===== config.mk =====
export PLATFORM = sky130hd
export DESIGN_NAME = imaging_batch_retry_scheduler_top
export DESIGN_NICKNAME = d
export VERILOG_FILES = /design/src/design/ibrs_pkg.sv /design/src/design/imaging_batch_retry_scheduler_top.sv
export SDC_FILE = /design/constraint.sdc
export NUM_CORES = 1
export LEC_CHECK = 0
export BUFFER_PORTS_ARGS = -buffer_cell sky130_fd_sc_hd__buf_4
export CORE_UTILIZATION = 55
export DETAILED_ROUTE_END_ITERATION = 10
export PLACE_DENSITY_LB_ADDON = 0.12
export RECOVER_POWER = 50
export SLEW_MARGIN = 20
export SYNTH_ARGS = -nofsm -noshare
export SYNTH_HDL_FRONTEND = slang
export SYNTH_SLANG_ARGS = --single-unit

===== constraint.sdc =====
create_clock -name clk -period 8.9 [get_ports clk]
set_input_delay 0.89 -clock clk [delete_from_list [all_inputs] [get_ports clk]]
set_output_delay 0.89 -clock clk [all_outputs]
set_load 0.005 [all_outputs]

===== src/design/ibrs_pkg.sv =====
// Shared widths, register indexes, constants and types for the imaging batch retry scheduler.
package ibrs_pkg;

  localparam int unsigned SECTOR_W  = 32;
  localparam int unsigned CNT_W     = 10;
  localparam int unsigned RETRY_W   = 4;
  localparam int unsigned CFG_IDX_W = 2;
  localparam int unsigned CFG_W     = 32;

  localparam int unsigned BATCH_MAX_LIMIT_DEF = 512;

  localparam logic [CFG_IDX_W-1:0] CFG_TOTAL_SECTORS = 2'd0;
  localparam logic [CFG_IDX_W-1:0] CFG_MAX_BATCH     = 2'd1;
  localparam logic [CFG_IDX_W-1:0] CFG_RETRY_LIMIT   = 2'd2;

  localparam logic [SECTOR_W-1:0] TOTAL_SECTORS_RST = '0;
  localparam logic [CNT_W-1:0]    MAX_BATCH_RST     = 10'd512;
  localparam logic [RETRY_W-1:0]  RETRY_LIMIT_RST   = 4'd5;

  localparam logic [SECTOR_W-1:0] READ6_MAX_START = 32'h00FF_FFFF;
  localparam logic [CNT_W-1:0]    READ6_MAX_COUNT = 10'd256;
  localparam logic [SECTOR_W-1:0] SECTOR_MAX      = '1;

  typedef struct packed {
    logic                finished;
    logic [SECTOR_W-1:0] next_start_sector;
    logic [CNT_W-1:0]    batch_count;
    logic                use_read10;
    logic                bus_reset_req;
    logic                sector_skipped;
    logic [RETRY_W-1:0]  retries_used;
  } out_word_t;

endpackage


===== src/design/imaging_batch_retry_scheduler_top.sv =====
// Top level of the imaging batch retry scheduler: input register, step logic, result register.
//
// Usage:
//   Each input word either starts a new drive (in_start_drive = 1) or reports the
//   outcome of the batch issued by the previous result (in_read_ok). Every input word
//   produces exactly one result word: the next batch to read (start sector, count,
//   READ6/READ10 choice) or the finished flag, plus bus-reset and skip indications.
//   Configuration (total sectors, maximum batch, retry limit) is written through the cfg_ port;
//   the user writes it only while no word is in flight (not enforced); it applies from the next input word.
// Timing:
//   A word accepted into the input register is evaluated from there into the result
//   register when that register can advance, and then shows on out_.
//   One word per cycle is sustained while out_stall is low; the step logic is a single
//   compare-add-select path from the input register and the state registers to the result register.
// Flow control:
//   When out_stall holds the result register full, the input register still takes one
//   more word; in_stall rises only when both registers are occupied and blocked.
// Reset:
//   rst_n low clears progress, retry count, single-sector range and the outstanding
//   batch, loads register defaults and empties both pipeline registers.
module imaging_batch_retry_scheduler_top #(
  parameter int unsigned BATCH_MAX_LIMIT = ibrs_pkg::BATCH_MAX_LIMIT_DEF
) (
  input  logic                              clk,
  input  logic                              rst_n,
  input  logic                              cfg_wr_en,
  input  logic [ibrs_pkg::CFG_IDX_W-1:0]    cfg_index,
  input  logic [ibrs_pkg::CFG_W-1:0]        cfg_wdata,
  input  logic                              in_valid,
  output logic                              in_stall,
  input  logic                              in_start_drive,
  input  logic                              in_read_ok,
  output logic                              out_valid,
  input  logic                              out_stall,
  output logic                              out_finished,
  output logic [ibrs_pkg::SECTOR_W-1:0]     out_next_start_sector,
  output logic [ibrs_pkg::CNT_W-1:0]        out_batch_count,
  output logic                              out_use_read10,
  output logic                              out_bus_reset_req,
  output logic                              out_sector_skipped,
  output logic [ibrs_pkg::RETRY_W-1:0]      out_retries_used
);

  localparam int unsigned SW = ibrs_pkg::SECTOR_W;
  localparam int unsigned CW = ibrs_pkg::CNT_W;
  localparam int unsigned RW = ibrs_pkg::RETRY_W;

  // Configuration registers.
  logic [SW-1:0] total_r;
  logic [CW-1:0] max_batch_r;
  logic [RW-1:0] retry_limit_r;

  // Scheduler state.
  logic [SW-1:0] done_r, done_nxt;
  logic [RW-1:0] retry_r, retry_nxt;
  logic [SW-1:0] single_until_r, single_until_nxt;
  logic [CW-1:0] last_batch_r, last_batch_nxt;

  // Pipeline registers.
  logic                s1_valid_r;
  logic                s1_start_r;
  logic                s1_ok_r;
  logic                out_valid_r;
  ibrs_pkg::out_word_t out_r, out_nxt;

  logic          advance;
  logic          fire;
  logic [SW:0]   sum_batch;
  logic [SW:0]   sum_one;
  logic [SW-1:0] sat_batch;
  logic [SW-1:0] sat_one;
  logic [CW-1:0] max_nz;
  logic [CW-1:0] eff_max;
  logic [SW-1:0] remaining;
  logic [CW-1:0] count;
  logic          finished;
  logic          reset_req;
  logic          skipped;

  assign advance  = !out_valid_r || !out_stall;
  assign fire     = s1_valid_r && advance;
  assign in_stall = s1_valid_r && !advance;

  always_ff @(posedge clk) begin
    if (!rst_n) begin
      total_r       <= ibrs_pkg::TOTAL_SECTORS_RST;
      max_batch_r   <= ibrs_pkg::MAX_BATCH_RST;
      retry_limit_r <= ibrs_pkg::RETRY_LIMIT_RST;
    end else if (cfg_wr_en) begin
      case (cfg_index)
        ibrs_pkg::CFG_TOTAL_SECTORS: total_r       <= cfg_wdata[SW-1:0];
        ibrs_pkg::CFG_MAX_BATCH:     max_batch_r   <= cfg_wdata[CW-1:0];
        ibrs_pkg::CFG_RETRY_LIMIT:   retry_limit_r <= cfg_wdata[RW-1:0];
        default: ;
      endcase
    end
  end

  // Saturating progress sums; both use the progress from before this word.
  assign sum_batch = {1'b0, done_r} + (SW+1)'(last_batch_r);
  assign sum_one   = {1'b0, done_r} + (SW+1)'(1'b1);
  assign sat_batch = sum_batch[SW] ? ibrs_pkg::SECTOR_MAX : sum_batch[SW-1:0];
  assign sat_one   = sum_one[SW] ? ibrs_pkg::SECTOR_MAX : sum_one[SW-1:0];

  // A zero maximum acts as one; anything above the build limit is clamped to it.
  assign max_nz  = (max_batch_r == '0) ? CW'(1) : max_batch_r;
  assign eff_max = (17'(max_nz) > 17'(BATCH_MAX_LIMIT)) ? CW'(BATCH_MAX_LIMIT) : max_nz;

  always_comb begin
    done_nxt         = done_r;
    retry_nxt        = retry_r;
    single_until_nxt = single_until_r;
    reset_req        = 1'b0;
    skipped          = 1'b0;
    if (s1_start_r) begin
      done_nxt         = '0;
      retry_nxt        = '0;
      single_until_nxt = '0;
    end else if (last_batch_r != '0) begin
      if (s1_ok_r) begin
        retry_nxt = '0;
        done_nxt  = sat_batch;
      end else if (retry_r < retry_limit_r) begin
        reset_req = 1'b1;
        retry_nxt = retry_r + RW'(1);
        // From the second failure of a multi-sector batch, fall back to single sectors.
        if (retry_r != '0 && last_batch_r > CW'(1)) begin
          single_until_nxt = sat_batch;
        end
      end else begin
        skipped   = 1'b1;
        retry_nxt = '0;
        done_nxt  = sat_one;
      end
    end
  end

  assign remaining = total_r - done_nxt;
  assign finished  = (done_nxt >= total_r);

  always_comb begin
    if (finished) begin
      count = '0;
    end else if (done_nxt < single_until_nxt) begin
      count = CW'(1);
    end else if (remaining > SW'(eff_max)) begin
      count = eff_max;
    end else begin
      count = remaining[CW-1:0];
    end
  end

  assign last_batch_nxt = count;

  always_comb begin
    out_nxt.finished          = finished;
    out_nxt.next_start_sector = done_nxt;
    out_nxt.batch_count       = count;
    out_nxt.use_read10        = !finished &&
                                !(done_nxt < ibrs_pkg::READ6_MAX_START &&
                                  count <= ibrs_pkg::READ6_MAX_COUNT);
    out_nxt.bus_reset_req     = reset_req;
    out_nxt.sector_skipped    = skipped;
    out_nxt.retries_used      = retry_nxt;
  end

  always_ff @(posedge clk) begin
    if (!rst_n) begin
      s1_valid_r     <= 1'b0;
      out_valid_r    <= 1'b0;
      done_r         <= '0;
      retry_r        <= '0;
      single_until_r <= '0;
      last_batch_r   <= '0;
    end else begin
      if (!s1_valid_r || advance) begin
        s1_valid_r <= in_valid;
      end
      if (advance) begin
        out_valid_r <= s1_valid_r;
      end
      if (fire) begin
        done_r         <= done_nxt;
        retry_r        <= retry_nxt;
        single_until_r <= single_until_nxt;
        last_batch_r   <= last_batch_nxt;
      end
    end
  end

  always_ff @(posedge clk) begin
    if (in_valid && !in_stall) begin
      s1_start_r <= in_start_drive;
      s1_ok_r    <= in_read_ok;
    end
    if (fire) begin
      out_r <= out_nxt;
    end
  end

  assign out_valid             = out_valid_r;
  assign out_finished          = out_r.finished;
  assign out_next_start_sector = out_r.next_start_sector;
  assign out_batch_count       = out_r.batch_count;
  assign out_use_read10        = out_r.use_read10;
  assign out_bus_reset_req     = out_r.bus_reset_req;
  assign out_sector_skipped    = out_r.sector_skipped;
  assign out_retries_used      = out_r.retries_used;

endmodule


==> impl_metrics.ini, run 1 <==
[outcome]
status = finished with violations
violations = capacitance limit, slew limit

[sta]
fmax_mhz = 133
skew_ns = 0.0146
fin_crit_sh = 0.847
slew_headroom = -0.971
timing.final.hold_violations = 0
rsz0062_at_grt = no
fin_ws_ns = 1.36
setup_viol = 0
whs_ns = 0.473
report.final.slew_viol_count = 185
tightestPinTransition_ns = 2.96
fin_tns_setup_ns = 0
layout_min_cycle_time_ns = 7.54

[global_route]
met3_usage = 0.0577
grt_max_degree = 109
grt_pass1_vias = 11108
grt_pass1_wl_um = 62300
use_met2 = 0.537
overflow = 0
track_usage = 0.338
top_usage_layer = met2
grt_use_met1 = 0.469
antenna_found_initial = 0

[yosys]
synth_ff_type = dfxtp_1
synthArstFlopShare = 0
ys_warn_count = 0
yosys.cell_types.count = 94
syn-cell-area_um2 = 12800
synth_seq_area_share = 0.320
synth_nets = 1699
avgSynthCellArea_um2 = 8.14
synth_edf_count = 52
synth_cells = 1567
synth_seq_cells = 178

[layout]
synthToLayoutAreaGrowth_pct = 11.3
fin_cells = 1916
fin_util = 0.625
n_fill_cell = 2014
drive_gt1_frac = 0.122
fin_nets = 1750
design_area_um2 = 14200
diodes = 0

[die]
start_util = 0.562
boundaryPins = 93
dieArea_um2 = 23800
die_x_um = 154
rows = 55
die_y_um = 154
core_area_um2 = 22700

[routing]
antenna_left = 0
drtIter0Drc = 1350
drc_errors = 0
wl_per_cell_um = 20.8
routed_wl_um = 39800
num_vias = 12108
vias_per_cell = 6.32
firstDrtPassIters = 6

[critical_path]
worst_r2r_path_depth = 28
startpoint_type = flip-flop
path_max_fanout = 14
critical_path_required_ns = 9.05
cp_data_arrival_time_ns = 7.69
slowest_stage = o21ai_1
cp_common_cell = a21o_1
cp_slowest_stage_delay_ns = 0.88
crit_type = flip-flop to flip-flop
endpoint_kind = flip-flop

[power]
max-vdd-ir-drop_v = 0.000120
leakage_nw = 5.62
cellPowerDensity_nw_per_um2 = 195
total_power_mw = 2.77

[worst_hold_path]
worstHoldPathType = flip-flop to flip-flop
whs_path_depth = 2

[placement]
io_buffers = 92
placement.cell_area_um2 = 13700
dp.cells = 1884
preCtsSetupSlack_ns = 1.52
gp_routability_congestion = 1.05
hpwl_um = 29500

[cts]
post_cts_buffers = 0
htreeDepth = 4
cts_tree = built
clk_latency_ns = 0.44
cts_sinks = 178
cts_resized = 0
clk_pin_slew_ns = 0.08
cts-buffers-inserted = 17
cts_buffer_depth = 2
cts_hold_buf = 0
root_buffer = clkbuf_16

[flow_run]
cap_viol_max_count = 3
## where the power goes
part           switching (mW)  internal [mW]
combinational           0.700          0.423
clock                   0.355          0.389
sequential             0.0271          0.875
total                    1.08           1.69
## cell type report
type                       instances  area, um^2  area share
clock buffer                      20         468      0.0330
clock inverter                    12        95.1     0.00670
inverter                          63         238      0.0167
multi-input combinational       1243        8120       0.572
sequential                       178        4080       0.288
tap                              285         357      0.0251
timing repair buffer             115         837      0.0590
## cell families after synthesis
family | after synthesis | share of synthesized area
buffers and inverters | 146 | 0.0459
AND/OR/NAND/NOR | 631 | 0.246
flip-flops | 178 | 0.320
adder cells (fa/ha/maj) | 91 | 0.0904
multiplexers | 24 | 0.0192
XOR/XNOR | 49 | 0.0336
AO/OA/AOI/OAI | 448 | 0.244
## sequential cells by signal (all words and copies together) (netlist names), 4 cells and up
name and flops:
out_next_start_sector 32, max_batch_r 10, out_retries_used 4, single_until_r 32, done_r 32, total_r 32
retry_r 4, last_batch_r 10, out_batch_count 10, retry_limit_r 4
## cells in the mapped netlist, drive strengths merged, types with 10 or more instances
cell type | n | share of area
xnor2 | 30 | 0.021
ha | 89 | 0.087
a31oi | 10 | 0.0049
o31ai | 13 | 0.0080
o211ai | 27 | 0.016
inv | 63 | 0.019
dfxtp | 126 | 0.20
buf | 28 | 0.011
nor2b | 41 | 0.020
mux2i | 23 | 0.018
a21boi | 66 | 0.039
clkbuf | 55 | 0.016
and2 | 41 | 0.020
nand3 | 50 | 0.020
nand4 | 31 | 0.018
and3 | 23 | 0.011
xor2 | 19 | 0.013
nor2 | 91 | 0.028
o221ai | 15 | 0.010
a21oi | 103 | 0.043
o21ai | 88 | 0.036
a21o | 30 | 0.018
nor3 | 35 | 0.015
nor4 | 21 | 0.013
a211oi | 15 | 0.010
or3 | 10 | 0.0053
edfxtp | 52 | 0.12
nand2 | 253 | 0.074
o21a | 17 | 0.010
## per-layer routing
metal  up-vias  wire [um]
met4         0        988
met3        74       3350
li1       5803          -
met5         -          0
met2       580      17800
met1      5651      17600
## layout by cell type, fill, tap and decap left out, drive strengths merged, types with 19 or more instances in the layout
| cell | instances |
|---|---|
| a21boi | 66 |
| a21o | 30 |
| a21oi | 103 |
| and2 | 41 |
| and3 | 23 |
| buf | 57 |
| clkbuf | 78 |
| dfxtp | 126 |
| edfxtp | 52 |
| ha | 89 |
| inv | 69 |
| mux2i | 23 |
| nand2 | 253 |
| nand3 | 50 |
| nand4 | 31 |
| nor2 | 91 |
| nor2b | 41 |
| nor3 | 35 |
| nor4 | 21 |
| o211ai | 27 |
| o21ai | 88 |
| xnor2 | 30 |
| xor2 | 19 |
## path summary, 6_finish.rpt
kind | startpoint | end | slack, ns
worst max register to register | done_r[0] | out_use_read10 | 1.36
worst min-delay path | total_r[0] | total_r[0] | 0.47
worst min register to register | total_r[0] | total_r[0] | 0.47
worst max-delay path | done_r[0] | out_use_read10 | 1.36
## worst max-delay path: cells and delay by family, from the launching register on
family	cells	cell delay [ns]
AOI/OAI and AO/OA	14	3.80
and+or+nand+nor	7	1.26
adders and majority gates	4	1.10
DFF	1	0.43
muxes	1	0.41
xor gates and xnor gates	1	0.11
buffers and inverters	1	0.10
Power figures use the tool's default switching activity.
==> run 2: changes to the inputs <==
==> constraint.sdc (replaced) <==
create_clock -name clk -period 7.4 [get_ports clk]
set_input_delay 0.74 -clock clk [delete_from_list [all_inputs] [get_ports clk]]
set_output_delay 0.74 -clock clk [all_outputs]
set_load 0.005 [all_outputs]
==> run 2 against run 1 <==
Effect of this change: the flow still finishes with violations (capacitance limit, slew limit); power up 23%; clock skew down 0.0011 ns; flip-flop and latch count unchanged; largest power group unchanged; via count up 1.1%; clock-buffer cell count down 1; register-to-register slack worse by 0.90 ns; clock power up 25%; critical path depth unchanged; global-route usage up 0.99 points; maximum frequency up 8.7%; die area unchanged.
==> impl_metrics.ini, run 2 (synthesis gave the netlist of run 1 again) <==
[outcome]
status = finished with violations
violations = capacitance limit, slew limit

[global_route]
grt_pass1_wl_um = 64100
grt_pass1_vias = 11457
grt_max_degree = 70
overflow = 0
antenna_found_initial = 0
track_usage = 0.347

[sta]
fin_crit_sh = 0.937
fin_tns_setup_ns = 0
setup_viol = 0
report.final.slew_viol_count = 214
fin_ws_ns = 0.463
skew_ns = 0.0135
slew_headroom = -0.712
fmax_mhz = 144
rsz0062_at_grt = no
timing.final.hold_violations = 0
layout_min_cycle_time_ns = 6.94
tightestPinTransition_ns = 2.57

[cts]
cts_tree = built
cts_sinks = 178
cts-buffers-inserted = 17
clk_latency_ns = 0.44
root_buffer = clkbuf_16
cts_resized = 0
cts_hold_buf = 0
htreeDepth = 4
clk_pin_slew_ns = 0.08
cts_buffer_depth = 2
post_cts_buffers = 0

[critical_path]
startpoint_type = flip-flop
rr_endpoint = out_use_read10
cp_slowest_stage_delay_ns = 0.44
worst_r2r_path_depth = 28
r2r-start = done_r[0]
endpoint_kind = flip-flop
rrSetupSlack_ns = 0.46
cp_common_cell = a21o_1
slowest_stage = a21oi_2
path_max_fanout = 8
critical_path_required_ns = 7.56
crit_type = flip-flop to flip-flop
cp_data_arrival_time_ns = 7.09

[layout]
drive_gt1_frac = 0.132
diodes = 0
fin_nets = 1769
design_area_um2 = 14400
final_cell_mix = nand2_1 (253), dfxtp_1 (126), a21oi_1 (95)
seqCellArea_um2 = 4080
n_fill_cell = 2033
synthToLayoutAreaGrowth_pct = 12.5
layout_commonest_cell = nand2_1
multi_input_area_um2 = 8100

[die]
die_y_um = 154
core_area_um2 = 22700
boundaryPins = 93
die_x_um = 154
start_util = 0.562
rows = 55
dieArea_um2 = 23800

[worst_hold_path]
worstHoldPathType = flip-flop to flip-flop
whs_path_depth = 2
hold_start = total_r[21]
worstHoldEndpoint = total_r[21]

[routing]
wl_per_cell_um = 21.1
num_vias = 12236
antenna_left = 0
firstDrtPassIters = 7
drc_errors = 0
vias_per_cell = 6.32
drtIter0Drc = 1149
routed_wl_um = 40800

[placement]
preCtsSetupSlack_ns = 0.556
placement.cell_area_um2 = 13800
gp_routability_congestion = 0.978
io_buffers = 92
hpwl_um = 30800

[power]
cellPowerDensity_nw_per_um2 = 236
total_power_mw = 3.39
p_seq_frac = 0.319
intPower_mw = 2.05
netSwitchingFraction = 0.395
max-vdd-ir-drop_v = 0.000151
p_sw_mw = 1.34
clkPwrFrac = 0.274
leakage_nw = 5.72
combPwrFrac = 0.407

[flow_run]
cap_viol_max_count = 4
run 2: worst max-delay path by stage:
stage               start              end  slack, ns  cells past startpoint
2_1_floorplan   done_r[0]   out_use_read10       1.25                     29
3_3_place_gp    done_r[0]   out_use_read10       0.71                     28
3_5_place_dp    done_r[0]   out_use_read10       0.56                     28
4_1_cts         done_r[0]   out_use_read10       0.52                     28
5_1_grt        retry_r[2]  last_batch_r[3]       0.17                     27
6_report        done_r[0]   out_use_read10       0.46                     28
run 2: cell type report:
type / count / share of cell area
well taps: 285 / 0.0248
clock inverters: 13 / 0.00976
repair buffers: 134 / 0.0677
inverters: 63 / 0.0166
multi-input cells: 1243 / 0.564
clock buffers: 19 / 0.0323
flip-flops and latches: 178 / 0.285
run 2: through the flow:
stage,util,hold WS [ns],cells
2_1_floorplan,-,0.436,1567
3_3_place_gp,0.607,0.453,1903
3_5_place_dp,0.607,0.464,1903
4_1_cts,0.634,0.464,1935
5_1_grt,0.632,0.477,1935
6_report,0.632,0.476,1935
run 2: worst max-delay path, delay by kind of cell (launching register included):
kind                     cells  cell delay (ns)
multiplexers                 1             0.37
AO/OA/AOI/OAI               16             3.38
adder cells (fa/ha/maj)      4             1.40
XOR/XNOR                     1             0.11
AND/OR/NAND/NOR              6             1.01
flip-flops                   1             0.38
run 2: power groups by stage:
stage	combinational [mW]	clock [mW]	sequential [mW]
after floorplan	0.954	0	1.09
after global placement	1.35	0	1.10
after detailed placement	1.35	0	1.10
after CTS	1.36	0.945	1.08
after global routing	1.49	0.981	1.09
final	1.38	0.929	1.08
run 2: metal layers:
metal	share of wire	routed length (um)	up-vias	track usage
met4	0.027	1110	0	0.118
met3	0.075	3070	81	0.0488
li1	-	-	5822	-
met5	0	0	-	0
met2	0.45	18200	539	0.550
met1	0.45	18500	5794	0.486
